**src/rtl/array_binary_tree_query_defines.svh**
```systemverilog
// assertion macros for the tree query block
`ifndef ARRAY_BINARY_TREE_QUERY_DEFINES_SVH
`define ARRAY_BINARY_TREE_QUERY_DEFINES_SVH

`ifndef SYNTHESIS
`define ABTQ_ASSERT(lbl, ante, cons) \
  lbl: assert property (@(posedge clk_i) disable iff (!rst_ni) (ante) |-> (cons)) \
    else $error("assertion failed");
`define ABTQ_ASSERT_NEXT(lbl, ante, cons) \
  lbl: assert property (@(posedge clk_i) disable iff (!rst_ni) (ante) |=> (cons)) \
    else $error("assertion failed");
`else
`define ABTQ_ASSERT(lbl, ante, cons)
`define ABTQ_ASSERT_NEXT(lbl, ante, cons)
`endif

`endif

```
**src/rtl/abtq_pkg.sv**
```systemverilog
package abtq_pkg;

  localparam int TREE_SLOTS = 128;
  localparam int VALUE_BITS = 16;

  localparam int SLOT_BITS = $clog2(TREE_SLOTS);
  localparam int CNT_BITS  = $clog2(TREE_SLOTS + 1);
  localparam int LA_W      = SLOT_BITS + 2;

  localparam int MODE_W   = 2;
  localparam int STATUS_W = 2;
  localparam int FIELD_W  = 16;

  localparam logic [MODE_W-1:0] MODE_CLEAR = 2'd0;
  localparam logic [MODE_W-1:0] MODE_LOAD  = 2'd1;
  localparam logic [MODE_W-1:0] MODE_QUERY = 2'd2;

  localparam logic [STATUS_W-1:0] STATUS_OK     = 2'd0;
  localparam logic [STATUS_W-1:0] STATUS_ORPHAN = 2'd1;
  localparam logic [STATUS_W-1:0] STATUS_FULL   = 2'd2;

  localparam logic [CNT_BITS-1:0]  FULL_CNT  = CNT_BITS'(TREE_SLOTS);
  localparam logic [SLOT_BITS-1:0] SLOT_LAST = SLOT_BITS'(TREE_SLOTS - 1);

  // relation lookups after the scan
  localparam int LK_W     = 3;
  localparam int LK_COUNT = 5;
  localparam logic [LK_W-1:0] LK_PARENT = 3'd0;
  localparam logic [LK_W-1:0] LK_LCHILD = 3'd1;
  localparam logic [LK_W-1:0] LK_RCHILD = 3'd2;
  localparam logic [LK_W-1:0] LK_LSIB   = 3'd3;
  localparam logic [LK_W-1:0] LK_RSIB   = 3'd4;

  typedef struct packed {
    logic                  start;
    logic                  valid;
    logic [SLOT_BITS-1:0]  idx;
    logic                  live;
    logic [VALUE_BITS-1:0] data;
  } scan_t;

  typedef struct packed {
    logic                 root_ok;
    logic                 got_child;
    logic [SLOT_BITS-1:0] child_idx;
    logic                 got_par;
    logic [SLOT_BITS-1:0] par_idx;
    logic                 got_ls;
    logic [SLOT_BITS-1:0] ls_idx;
    logic                 got_rs;
    logic [SLOT_BITS-1:0] rs_idx;
  } match_t;

endpackage

```
**src/rtl/abtq_in_if.sv**
```systemverilog
interface abtq_in_if import abtq_pkg::*; ();
  logic               valid;
  logic               ready;
  logic [MODE_W-1:0]  mode;
  logic [FIELD_W-1:0] node_value;

  modport source (output valid, output mode, output node_value, input ready);
  modport sink (input valid, input mode, input node_value, output ready);
endinterface

```
**src/rtl/abtq_out_if.sv**
```systemverilog
interface abtq_out_if import abtq_pkg::*; ();
  logic                valid;
  logic                ready;
  logic [STATUS_W-1:0] status;
  logic [FIELD_W-1:0]  parent_value;
  logic [FIELD_W-1:0]  left_child_value;
  logic [FIELD_W-1:0]  right_child_value;
  logic [FIELD_W-1:0]  left_sibling_value;
  logic [FIELD_W-1:0]  right_sibling_value;

  modport source (
    output valid, output status, output parent_value, output left_child_value,
    output right_child_value, output left_sibling_value, output right_sibling_value,
    input ready
  );
  modport sink (
    input valid, input status, input parent_value, input left_child_value,
    input right_child_value, input left_sibling_value, input right_sibling_value,
    output ready
  );
endinterface

```
**src/rtl/abtq_ram.sv**
```systemverilog
module abtq_ram #(
  parameter int WIDTH = 16,
  parameter int DEPTH = 128
) (
  input  logic                     clk_i,
  input  logic                     we_i,
  input  logic [$clog2(DEPTH)-1:0] waddr_i,
  input  logic [WIDTH-1:0]         wdata_i,
  input  logic [$clog2(DEPTH)-1:0] raddr_i,
  output logic [WIDTH-1:0]         rdata_o
);

  logic [WIDTH-1:0] mem_q [DEPTH];
  logic [WIDTH-1:0] rdata_q;

  always_ff @(posedge clk_i) begin
    if (we_i) begin
      mem_q[waddr_i] <= wdata_i;
    end
    rdata_q <= mem_q[raddr_i];
  end

  assign rdata_o = rdata_q;

endmodule

```
**src/rtl/abtq_match.sv**
```systemverilog
module abtq_match import abtq_pkg::*; (
  input  logic                  clk_i,
  input  logic                  rst_ni,
  input  scan_t                 scan_i,
  input  logic [VALUE_BITS-1:0] key_i,
  output match_t                match_o
);

  match_t m_q;
  logic   hit;

  // slots at or past the fill count are empty
  assign hit = ((scan_i.live ? scan_i.data : '0) == key_i);

  always_ff @(posedge clk_i or negedge rst_ni) begin
    if (!rst_ni) begin
      m_q <= '0;
    end else if (scan_i.start) begin
      m_q <= '0;
    end else if (scan_i.valid) begin
      if (scan_i.idx == '0) begin
        m_q.root_ok <= scan_i.live && (scan_i.data != '0);
      end
      if (hit && !m_q.got_child) begin
        m_q.got_child <= 1'b1;
        m_q.child_idx <= scan_i.idx;
      end
      if (hit && (scan_i.idx != '0) && !m_q.got_par) begin
        m_q.got_par <= 1'b1;
        m_q.par_idx <= scan_i.idx;
      end
      if (hit && (scan_i.idx != '0) && !scan_i.idx[0] && !m_q.got_ls) begin
        m_q.got_ls <= 1'b1;
        m_q.ls_idx <= scan_i.idx;
      end
      if (hit && scan_i.idx[0] && !m_q.got_rs) begin
        m_q.got_rs <= 1'b1;
        m_q.rs_idx <= scan_i.idx;
      end
    end
  end

  assign match_o = m_q;

endmodule

```
**src/rtl/array_binary_tree_query.sv**
```systemverilog
// path to result valid: clear and most loads go straight to S_DONE; a load that reads
// its parent goes via S_LOAD, a query via S_SCAN over every slot, S_LOOK and S_DRAIN
// throughput: one item at a time, next input transfer in the cycle after the result
// is registered; a query is set by the slot-by-slot scan of the single-read-port store
// reset: control and fill count cleared; the store itself is not swept, slots at or
// past the fill count read as empty
`include "array_binary_tree_query_defines.svh"

module array_binary_tree_query import abtq_pkg::*; (
  input  logic       clk_i,
  input  logic       rst_ni,
  abtq_in_if.sink    in_i,
  abtq_out_if.source out_o
);

  typedef enum logic [5:0] {
    S_IDLE  = 6'b000001,
    S_LOAD  = 6'b000010,
    S_SCAN  = 6'b000100,
    S_LOOK  = 6'b001000,
    S_DRAIN = 6'b010000,
    S_DONE  = 6'b100000
  } state_e;

  state_e state_q, state_d;

  logic [CNT_BITS-1:0]   fill_q, fill_d;
  logic [SLOT_BITS-1:0]  rd_idx_q, rd_idx_d;
  logic [LK_W-1:0]       lk_q, lk_d;
  logic [LK_W-1:0]       lk_cap_q;
  logic                  lv_q, lv_d;
  logic                  lok_q, lok_d;
  logic                  out_valid_q, out_valid_d;
  logic [VALUE_BITS-1:0] key_q;
  logic [FIELD_W-1:0]    res_q [LK_COUNT];
  logic [STATUS_W-1:0]   status_q, status_d;
  logic                  status_we;

  logic                  in_xfer;
  logic                  out_load;
  logic                  mem_we;
  logic [SLOT_BITS-1:0]  mem_waddr;
  logic [VALUE_BITS-1:0] mem_wdata;
  logic [SLOT_BITS-1:0]  mem_raddr;
  logic [VALUE_BITS-1:0] mem_rdata;
  logic [VALUE_BITS-1:0] in_val;
  logic [SLOT_BITS-1:0]  load_par;
  logic [LA_W-1:0]       la;
  logic                  lgot;

  scan_t  scan;
  match_t mt;

  assign in_i.ready = (state_q == S_IDLE);
  assign in_xfer    = in_i.valid && in_i.ready;
  assign in_val     = VALUE_BITS'(in_i.node_value);
  assign load_par   = SLOT_BITS'((fill_q - CNT_BITS'(1)) >> 1);

  abtq_ram #(
    .WIDTH(VALUE_BITS),
    .DEPTH(TREE_SLOTS)
  ) u_store (
    .clk_i   (clk_i),
    .we_i    (mem_we),
    .waddr_i (mem_waddr),
    .wdata_i (mem_wdata),
    .raddr_i (mem_raddr),
    .rdata_o (mem_rdata)
  );

  assign scan.start = in_xfer && (in_i.mode == MODE_QUERY);
  assign scan.valid = (state_q == S_SCAN);
  assign scan.idx   = rd_idx_q;
  assign scan.live  = CNT_BITS'(rd_idx_q) < fill_q;
  assign scan.data  = mem_rdata;

  abtq_match u_match (
    .clk_i   (clk_i),
    .rst_ni  (rst_ni),
    .scan_i  (scan),
    .key_i   (key_q),
    .match_o (mt)
  );

  // relation slot address for the current lookup
  always_comb begin
    la   = '0;
    lgot = 1'b0;
    case (lk_q)
      LK_PARENT: begin
        la   = LA_W'(mt.par_idx - SLOT_BITS'(1)) >> 1;
        lgot = mt.got_par;
      end
      LK_LCHILD: begin
        la   = LA_W'({mt.child_idx, 1'b1});
        lgot = mt.got_child;
      end
      LK_RCHILD: begin
        la   = LA_W'({mt.child_idx, 1'b0}) + LA_W'(2);
        lgot = mt.got_child;
      end
      LK_LSIB: begin
        la   = LA_W'(mt.ls_idx - SLOT_BITS'(1));
        lgot = mt.got_ls;
      end
      LK_RSIB: begin
        la   = LA_W'(mt.rs_idx) + LA_W'(1);
        lgot = mt.got_rs;
      end
      default: begin
        la   = '0;
        lgot = 1'b0;
      end
    endcase
  end

  always_comb begin
    state_d     = state_q;
    fill_d      = fill_q;
    rd_idx_d    = rd_idx_q;
    lk_d        = lk_q;
    lv_d        = 1'b0;
    lok_d       = 1'b0;
    status_d    = STATUS_OK;
    status_we   = 1'b0;
    mem_we      = 1'b0;
    mem_waddr   = fill_q[SLOT_BITS-1:0];
    mem_wdata   = key_q;
    mem_raddr   = '0;
    out_load    = 1'b0;
    out_valid_d = out_valid_q && !out_o.ready;
    case (state_q)
      S_IDLE: begin
        if (in_xfer) begin
          state_d = S_DONE;
          case (in_i.mode)
            MODE_CLEAR: begin
              fill_d = '0;
            end
            MODE_LOAD: begin
              if (fill_q == FULL_CNT) begin
                status_d  = STATUS_FULL;
                status_we = 1'b1;
              end else if ((fill_q == '0) || (in_val == '0)) begin
                mem_we    = 1'b1;
                mem_wdata = in_val;
                fill_d    = fill_q + CNT_BITS'(1);
              end else begin
                mem_raddr = load_par;
                state_d   = S_LOAD;
              end
            end
            MODE_QUERY: begin
              mem_raddr = '0;
              rd_idx_d  = '0;
              state_d   = S_SCAN;
            end
            default: begin
              state_d = S_DONE;
            end
          endcase
        end
      end
      S_LOAD: begin
        mem_we    = 1'b1;
        fill_d    = fill_q + CNT_BITS'(1);
        status_d  = (mem_rdata == '0) ? STATUS_ORPHAN : STATUS_OK;
        status_we = 1'b1;
        state_d   = S_DONE;
      end
      S_SCAN: begin
        mem_raddr = rd_idx_q + SLOT_BITS'(1);
        rd_idx_d  = rd_idx_q + SLOT_BITS'(1);
        if (rd_idx_q == SLOT_LAST) begin
          lk_d    = LK_PARENT;
          state_d = S_LOOK;
        end
      end
      S_LOOK: begin
        mem_raddr = la[SLOT_BITS-1:0];
        lv_d      = 1'b1;
        lok_d     = lgot && mt.root_ok && (la < LA_W'(fill_q));
        lk_d      = lk_q + LK_W'(1);
        if (lk_q == LK_RSIB) begin
          state_d = S_DRAIN;
        end
      end
      S_DRAIN: begin
        state_d = S_DONE;
      end
      S_DONE: begin
        if (!out_valid_q || out_o.ready) begin
          out_load    = 1'b1;
          out_valid_d = 1'b1;
          state_d     = S_IDLE;
        end
      end
      default: begin
        state_d = S_IDLE;
      end
    endcase
  end

  always_ff @(posedge clk_i or negedge rst_ni) begin
    if (!rst_ni) begin
      state_q     <= S_IDLE;
      fill_q      <= '0;
      rd_idx_q    <= '0;
      lk_q        <= '0;
      lv_q        <= 1'b0;
      out_valid_q <= 1'b0;
    end else begin
      state_q     <= state_d;
      fill_q      <= fill_d;
      rd_idx_q    <= rd_idx_d;
      lk_q        <= lk_d;
      lv_q        <= lv_d;
      out_valid_q <= out_valid_d;
    end
  end

  always_ff @(posedge clk_i) begin
    lok_q    <= lok_d;
    lk_cap_q <= lk_q;
    if (in_xfer) begin
      key_q    <= in_val;
      status_q <= status_d;
      for (int k = 0; k < LK_COUNT; k++) begin
        res_q[k] <= '0;
      end
    end else begin
      if (status_we) begin
        status_q <= status_d;
      end
      if (lv_q) begin
        res_q[lk_cap_q] <= lok_q ? FIELD_W'(mem_rdata) : '0;
      end
    end
  end

  // output register
  always_ff @(posedge clk_i) begin
    if (out_load) begin
      out_o.status              <= status_q;
      out_o.parent_value        <= res_q[LK_PARENT];
      out_o.left_child_value    <= res_q[LK_LCHILD];
      out_o.right_child_value   <= res_q[LK_RCHILD];
      out_o.left_sibling_value  <= res_q[LK_LSIB];
      out_o.right_sibling_value <= res_q[LK_RSIB];
    end
  end

  assign out_o.valid = out_valid_q;

  `ABTQ_ASSERT(a_fill_range, 1'b1, fill_q <= FULL_CNT)
  `ABTQ_ASSERT(a_no_write_busy, state_q != S_IDLE && state_q != S_LOAD, !mem_we)
  `ABTQ_ASSERT_NEXT(a_busy_after_xfer, in_xfer, state_q != S_IDLE)
  `ABTQ_ASSERT_NEXT(a_full_holds, in_xfer && in_i.mode == MODE_LOAD && fill_q == FULL_CNT, fill_q == FULL_CNT)

endmodule

```
**src/flat_wrapper.sv**
```systemverilog
// flat-port wrapper written by rule: the top's interface ports become plain ports
module array_binary_tree_query_flat import abtq_pkg::*;
  (clk_i, rst_ni, in_i_valid, in_i_mode, in_i_node_value, in_i_ready, out_o_valid, out_o_status, out_o_parent_value, out_o_left_child_value, out_o_right_child_value, out_o_left_sibling_value, out_o_right_sibling_value, out_o_ready);
  abtq_in_if in_i_i ();
  abtq_out_if out_o_i ();
  input  logic clk_i;
  input  logic rst_ni;
  input wire logic [$bits(in_i_i.valid)-1:0] in_i_valid;
  input wire logic [$bits(in_i_i.mode)-1:0] in_i_mode;
  input wire logic [$bits(in_i_i.node_value)-1:0] in_i_node_value;
  output wire logic [$bits(in_i_i.ready)-1:0] in_i_ready;
  output wire logic [$bits(out_o_i.valid)-1:0] out_o_valid;
  output wire logic [$bits(out_o_i.status)-1:0] out_o_status;
  output wire logic [$bits(out_o_i.parent_value)-1:0] out_o_parent_value;
  output wire logic [$bits(out_o_i.left_child_value)-1:0] out_o_left_child_value;
  output wire logic [$bits(out_o_i.right_child_value)-1:0] out_o_right_child_value;
  output wire logic [$bits(out_o_i.left_sibling_value)-1:0] out_o_left_sibling_value;
  output wire logic [$bits(out_o_i.right_sibling_value)-1:0] out_o_right_sibling_value;
  input wire logic [$bits(out_o_i.ready)-1:0] out_o_ready;
  assign in_i_i.valid = in_i_valid;
  assign in_i_i.mode = in_i_mode;
  assign in_i_i.node_value = in_i_node_value;
  assign in_i_ready = in_i_i.ready;
  assign out_o_valid = out_o_i.valid;
  assign out_o_status = out_o_i.status;
  assign out_o_parent_value = out_o_i.parent_value;
  assign out_o_left_child_value = out_o_i.left_child_value;
  assign out_o_right_child_value = out_o_i.right_child_value;
  assign out_o_left_sibling_value = out_o_i.left_sibling_value;
  assign out_o_right_sibling_value = out_o_i.right_sibling_value;
  assign out_o_i.ready = out_o_ready;
  array_binary_tree_query u_core (.clk_i(clk_i), .rst_ni(rst_ni), .in_i(in_i_i), .out_o(out_o_i));
endmodule
```
**config.mk**
```make
export PLATFORM = sky130hd
export DESIGN_NAME = array_binary_tree_query_flat
export DESIGN_NICKNAME = d
export VERILOG_FILES = /design/src/rtl/abtq_pkg.sv /design/src/rtl/abtq_in_if.sv /design/src/rtl/abtq_out_if.sv /design/src/rtl/abtq_ram.sv /design/src/rtl/abtq_match.sv /design/src/rtl/array_binary_tree_query.sv /design/src/flat_wrapper.sv
export VERILOG_INCLUDE_DIRS = /design/src /design/src/rtl
export SDC_FILE = /design/constraint.sdc
export NUM_CORES = 2
export LEC_CHECK = 0
export BUFFER_PORTS_ARGS = -buffer_cell sky130_fd_sc_hd__buf_2
export CAP_MARGIN = 20
export CORE_MARGIN = 4
export CORE_UTILIZATION = 28
export DETAILED_ROUTE_END_ITERATION = 6
export RECOVER_POWER = 100
export SYNTH_ARGS = -nofsm -noshare
export SYNTH_HDL_FRONTEND = slang
export SYNTH_HIERARCHICAL = 1
export SYNTH_SLANG_ARGS = --single-unit
```
**constraint.sdc**
```tcl
create_clock -name clk_i -period 5.2 [get_ports clk_i]
set_input_delay 1.04 -clock clk_i [delete_from_list [all_inputs] [get_ports clk_i]]
set_output_delay 1.04 -clock clk_i [all_outputs]
set_load 0.02 [all_outputs]
```
==> results.ini <==
[outcome]
status=finished with violations
violations=capacitance limit, slew limit

[logic_synthesis]
yosysTopAreaCell=edfxtp_1
synth_nets=4010
syn_inst=3958
synth-main-ff-cell=edfxtp_1
synth-seq-cells=2307
yosysWarnings=6
async_reset_ff_frac=0.0256
synth_top_area_share=0.748
ys_seq_area_frac=0.769
yosys.cell_types.count=69
ys_top_cells_by_area=edfxtp_1 75%, mux4_2 17%, dfrtp_1 1.6%
syn_area_um2=89500
avgSynthCellArea_um2=22.6
synth_edf_count=2228

[timing]
slew_viol_final=101
relSlewSlack=-1.30
worst_clock_skew_ps=56.9
holdWs_ps=378
max_freq_ghz=0.203
finalSetupViolations=0
worst_slack_ps=267
setup_tns_ps=0
min_period_ps=4930
rsz0062_at_grt=false
finalCritPeriodShare=0.949
finalHoldViolations=0
worstMarginPinSlew_ps=3450

[floorplan]
die-area_um2=329000
start_util=0.281
floorplan.rows=207
io_pins=106
die_w_um=573
core-area_um2=318000
die_y_um=573

[final_layout]
area_growth_pct=16.7
layout_common_cells=2228 x edfxtp_1, 672 x mux4_2, 227 x nor2_1, 219 x clkbuf_16, 163 x clkbuf_1
final_common_cell=edfxtp_1
multiInputGateArea_um2=19900
drive_above_1_share=0.289
fill_cells=29764
regArea_um2=68800
layout.nets=4438
fin_util=0.328

[setup_path]
cp_slowest_stage_delay_ps=1040
reg2reg_from=u_core/state_q[0]
crit_fanout=23
crit_start=u_core/state_q[0]
cp_cell_sequence=nor4b_1 -> clkbuf_1 -> nand3_1 -> clkinv_1 -> clkbuf_1 -> a32o_1 -> buf_4 -> nand3_1 -> buf_4 -> nor2_1 -> clkbuf_2
crit_path_top_delay_cell=clkbuf_1
arrival_ps=5440
r2r_slack_ps=270
crit_path_end=u_core/u_store/mem_q[51][10]
crit_type=flop to flop
end_kind=flop
reg2reg_depth=11
r2r-end=u_core/u_store/mem_q[51][10]
worst_setup_path_start_kind=flop
required_ps=5710

[power]
power-per-cell-area_nw_per_um2=450
leakagePower_nw=31.4
peakVddDrop_mv=0.392
p_total_w=0.0470

[route]
drt_drc_violations_left=0
num_vias=43049
ant_nets=0
wl_um=222000
avgViaCountPerCell=4.91
wl_per_cell_um=25.3
drt-pass1-iter-count=5
drt_iter0_markers=5005

[worst_hold_path]
hp-class=primary input to flop
worst_hold_path.num_cells=2

[clocking]
cts.sinks=2307
clk_pin_slew_worst_paths_ps=70
cts_tree=built
cts-root-buf=clkbuf_16
holdBufCountCts=0
insertion_delay_ps=890
post_cts_resized=0
cts_max_level=4
cts_buffers=218
clock_path_buffers=3
cts_setup_buffers=0

[place]
place_congestion=0.817
post-place-ws_ps=-9.78
dp_hpwl_um=136000
numPortBuffers=105

[grt]
grt_pass1_vias=43230
grt_start_max_net_pins=93
grt_pass1_wl_um=319000
overflow=0
grt.total_usage=0.132
grt_antenna_before_repair=20

[job]
drv_cap=2

## per-stage QoR
step | std cells | area, um^2
final | 8766 | 104000
after global routing | 8755 | 104000
after CTS | 8747 | 105000
after detailed placement | 8341 | 97600
after global placement | 8339 | 97500
after floorplan | 3958 | 89500
## worst max-delay path, delay by kind of cell, from the launching register on
| kind | cells | cell delay, ps |
|---|---|---|
| flops | 1 | 550 |
| buf+inv | 6 | 2470 |
| simple gates | 4 | 840 |
| compound gates | 1 | 690 |
## cells in the mapped netlist, types with 4 or more instances
library cell	count
a21o_1	8
a21oi_1	24
a31oi_1	7
and3_1	5
buf_1	29
buf_2	55
clkbuf_1	102
dfrtp_1	58
dfxtp_1	20
edfxtp_1	2228
ha_1	30
inv_1	27
mux2_2	35
mux2i_1	27
mux4_2	672
nand2_1	74
nand2b_1	39
nand3_1	44
nand4_1	14
nand4b_1	16
nor2_1	227
nor2b_1	12
nor3_1	26
nor3b_1	4
nor4_1	20
nor4b_1	4
o21a_1	9
o21ai_0	19
o22ai_1	19
o31ai_1	7
or4_1	6
xnor2_1	13
xor2_1	16
## worst min path at each step
| stage | endpoint | slack [ps] | start |
|---|---|---|---|
| finish | u_core/state_q[0] | 380 | in_i_valid |
| global route | u_core/state_q[0] | 340 | in_i_valid |
| CTS | u_core/state_q[0] | 300 | in_i_valid |
| detailed placement | u_core/out_o.left_child_value[14] | 400 | u_core/res_q[1][14] |
| global placement | u_core/out_o.right_child_value[4] | 400 | u_core/res_q[2][4] |
| floorplan | u_core/lk_cap_q[2] | 350 | u_core/lk_q[2] |
## area by class of cell
class                      count  area share
tap                         4180      0.0501
antenna                       14    0.000336
clock inverter               150      0.0151
clock buffer                 256      0.0539
inverter                      28     0.00101
sequential                  2307       0.659
timing repair buffer         400      0.0303
multi-input combinational   1431       0.190
## metal layers
metal,share of wire,wire length (um),vias up,track usage
met2,0.48,106000,1783,0.212
li1,-,-,17605,-
met5,0.000059,13,-,0
met1,0.42,93700,23340,0.184
met4,0.026,5810,2,0.0368
met3,0.074,16500,319,0.0246
## flip-flops by register name (all words and copies together) (netlist names)
| signal | flops |
|---|---|
| u_core/u_store/mem_q | 2048 |
| u_core/res_q | 80 |
| u_core/u_match/match_o | 33 |
| u_core/key_q | 16 |
| u_core/out_o.left_child_value | 16 |
| u_core/out_o.left_sibling_value | 16 |
| u_core/out_o.parent_value | 16 |
| u_core/out_o.right_child_value | 16 |
| u_core/out_o.right_sibling_value | 16 |
| u_core/u_store/rdata_o | 16 |
| u_core/fill_q | 8 |
| u_core/rd_idx_q | 7 |
| u_core/state_q | 6 |
| u_core/lk_cap_q | 3 |
| u_core/lk_q | 3 |
| u_core/out_o.status | 2 |
| u_core/status_q | 2 |
| u_core/lok_q | 1 |
| u_core/lv_q | 1 |
| u_core/out_o.valid | 1 |
## cells by family after synthesis
family          count (synthesis)  synth area share
simple gates                  510            0.0275
fa+ha+maj                      30           0.00420
buf+inv                       220            0.0104
mux                           734             0.177
flops                        2307             0.769
compound gates                128           0.00969
xor+xnor                       29           0.00284
## report_power, final
part | total, W | switching, W | leakage, nW | internal (W)
clock network | 0.0159 | 0.00700 | 3.52 | 0.00890
registers | 0.0223 | 0.000507 | 21.1 | 0.0218
logic | 0.00886 | 0.00539 | 6.79 | 0.00347
(Power assumes the default switching activity.)
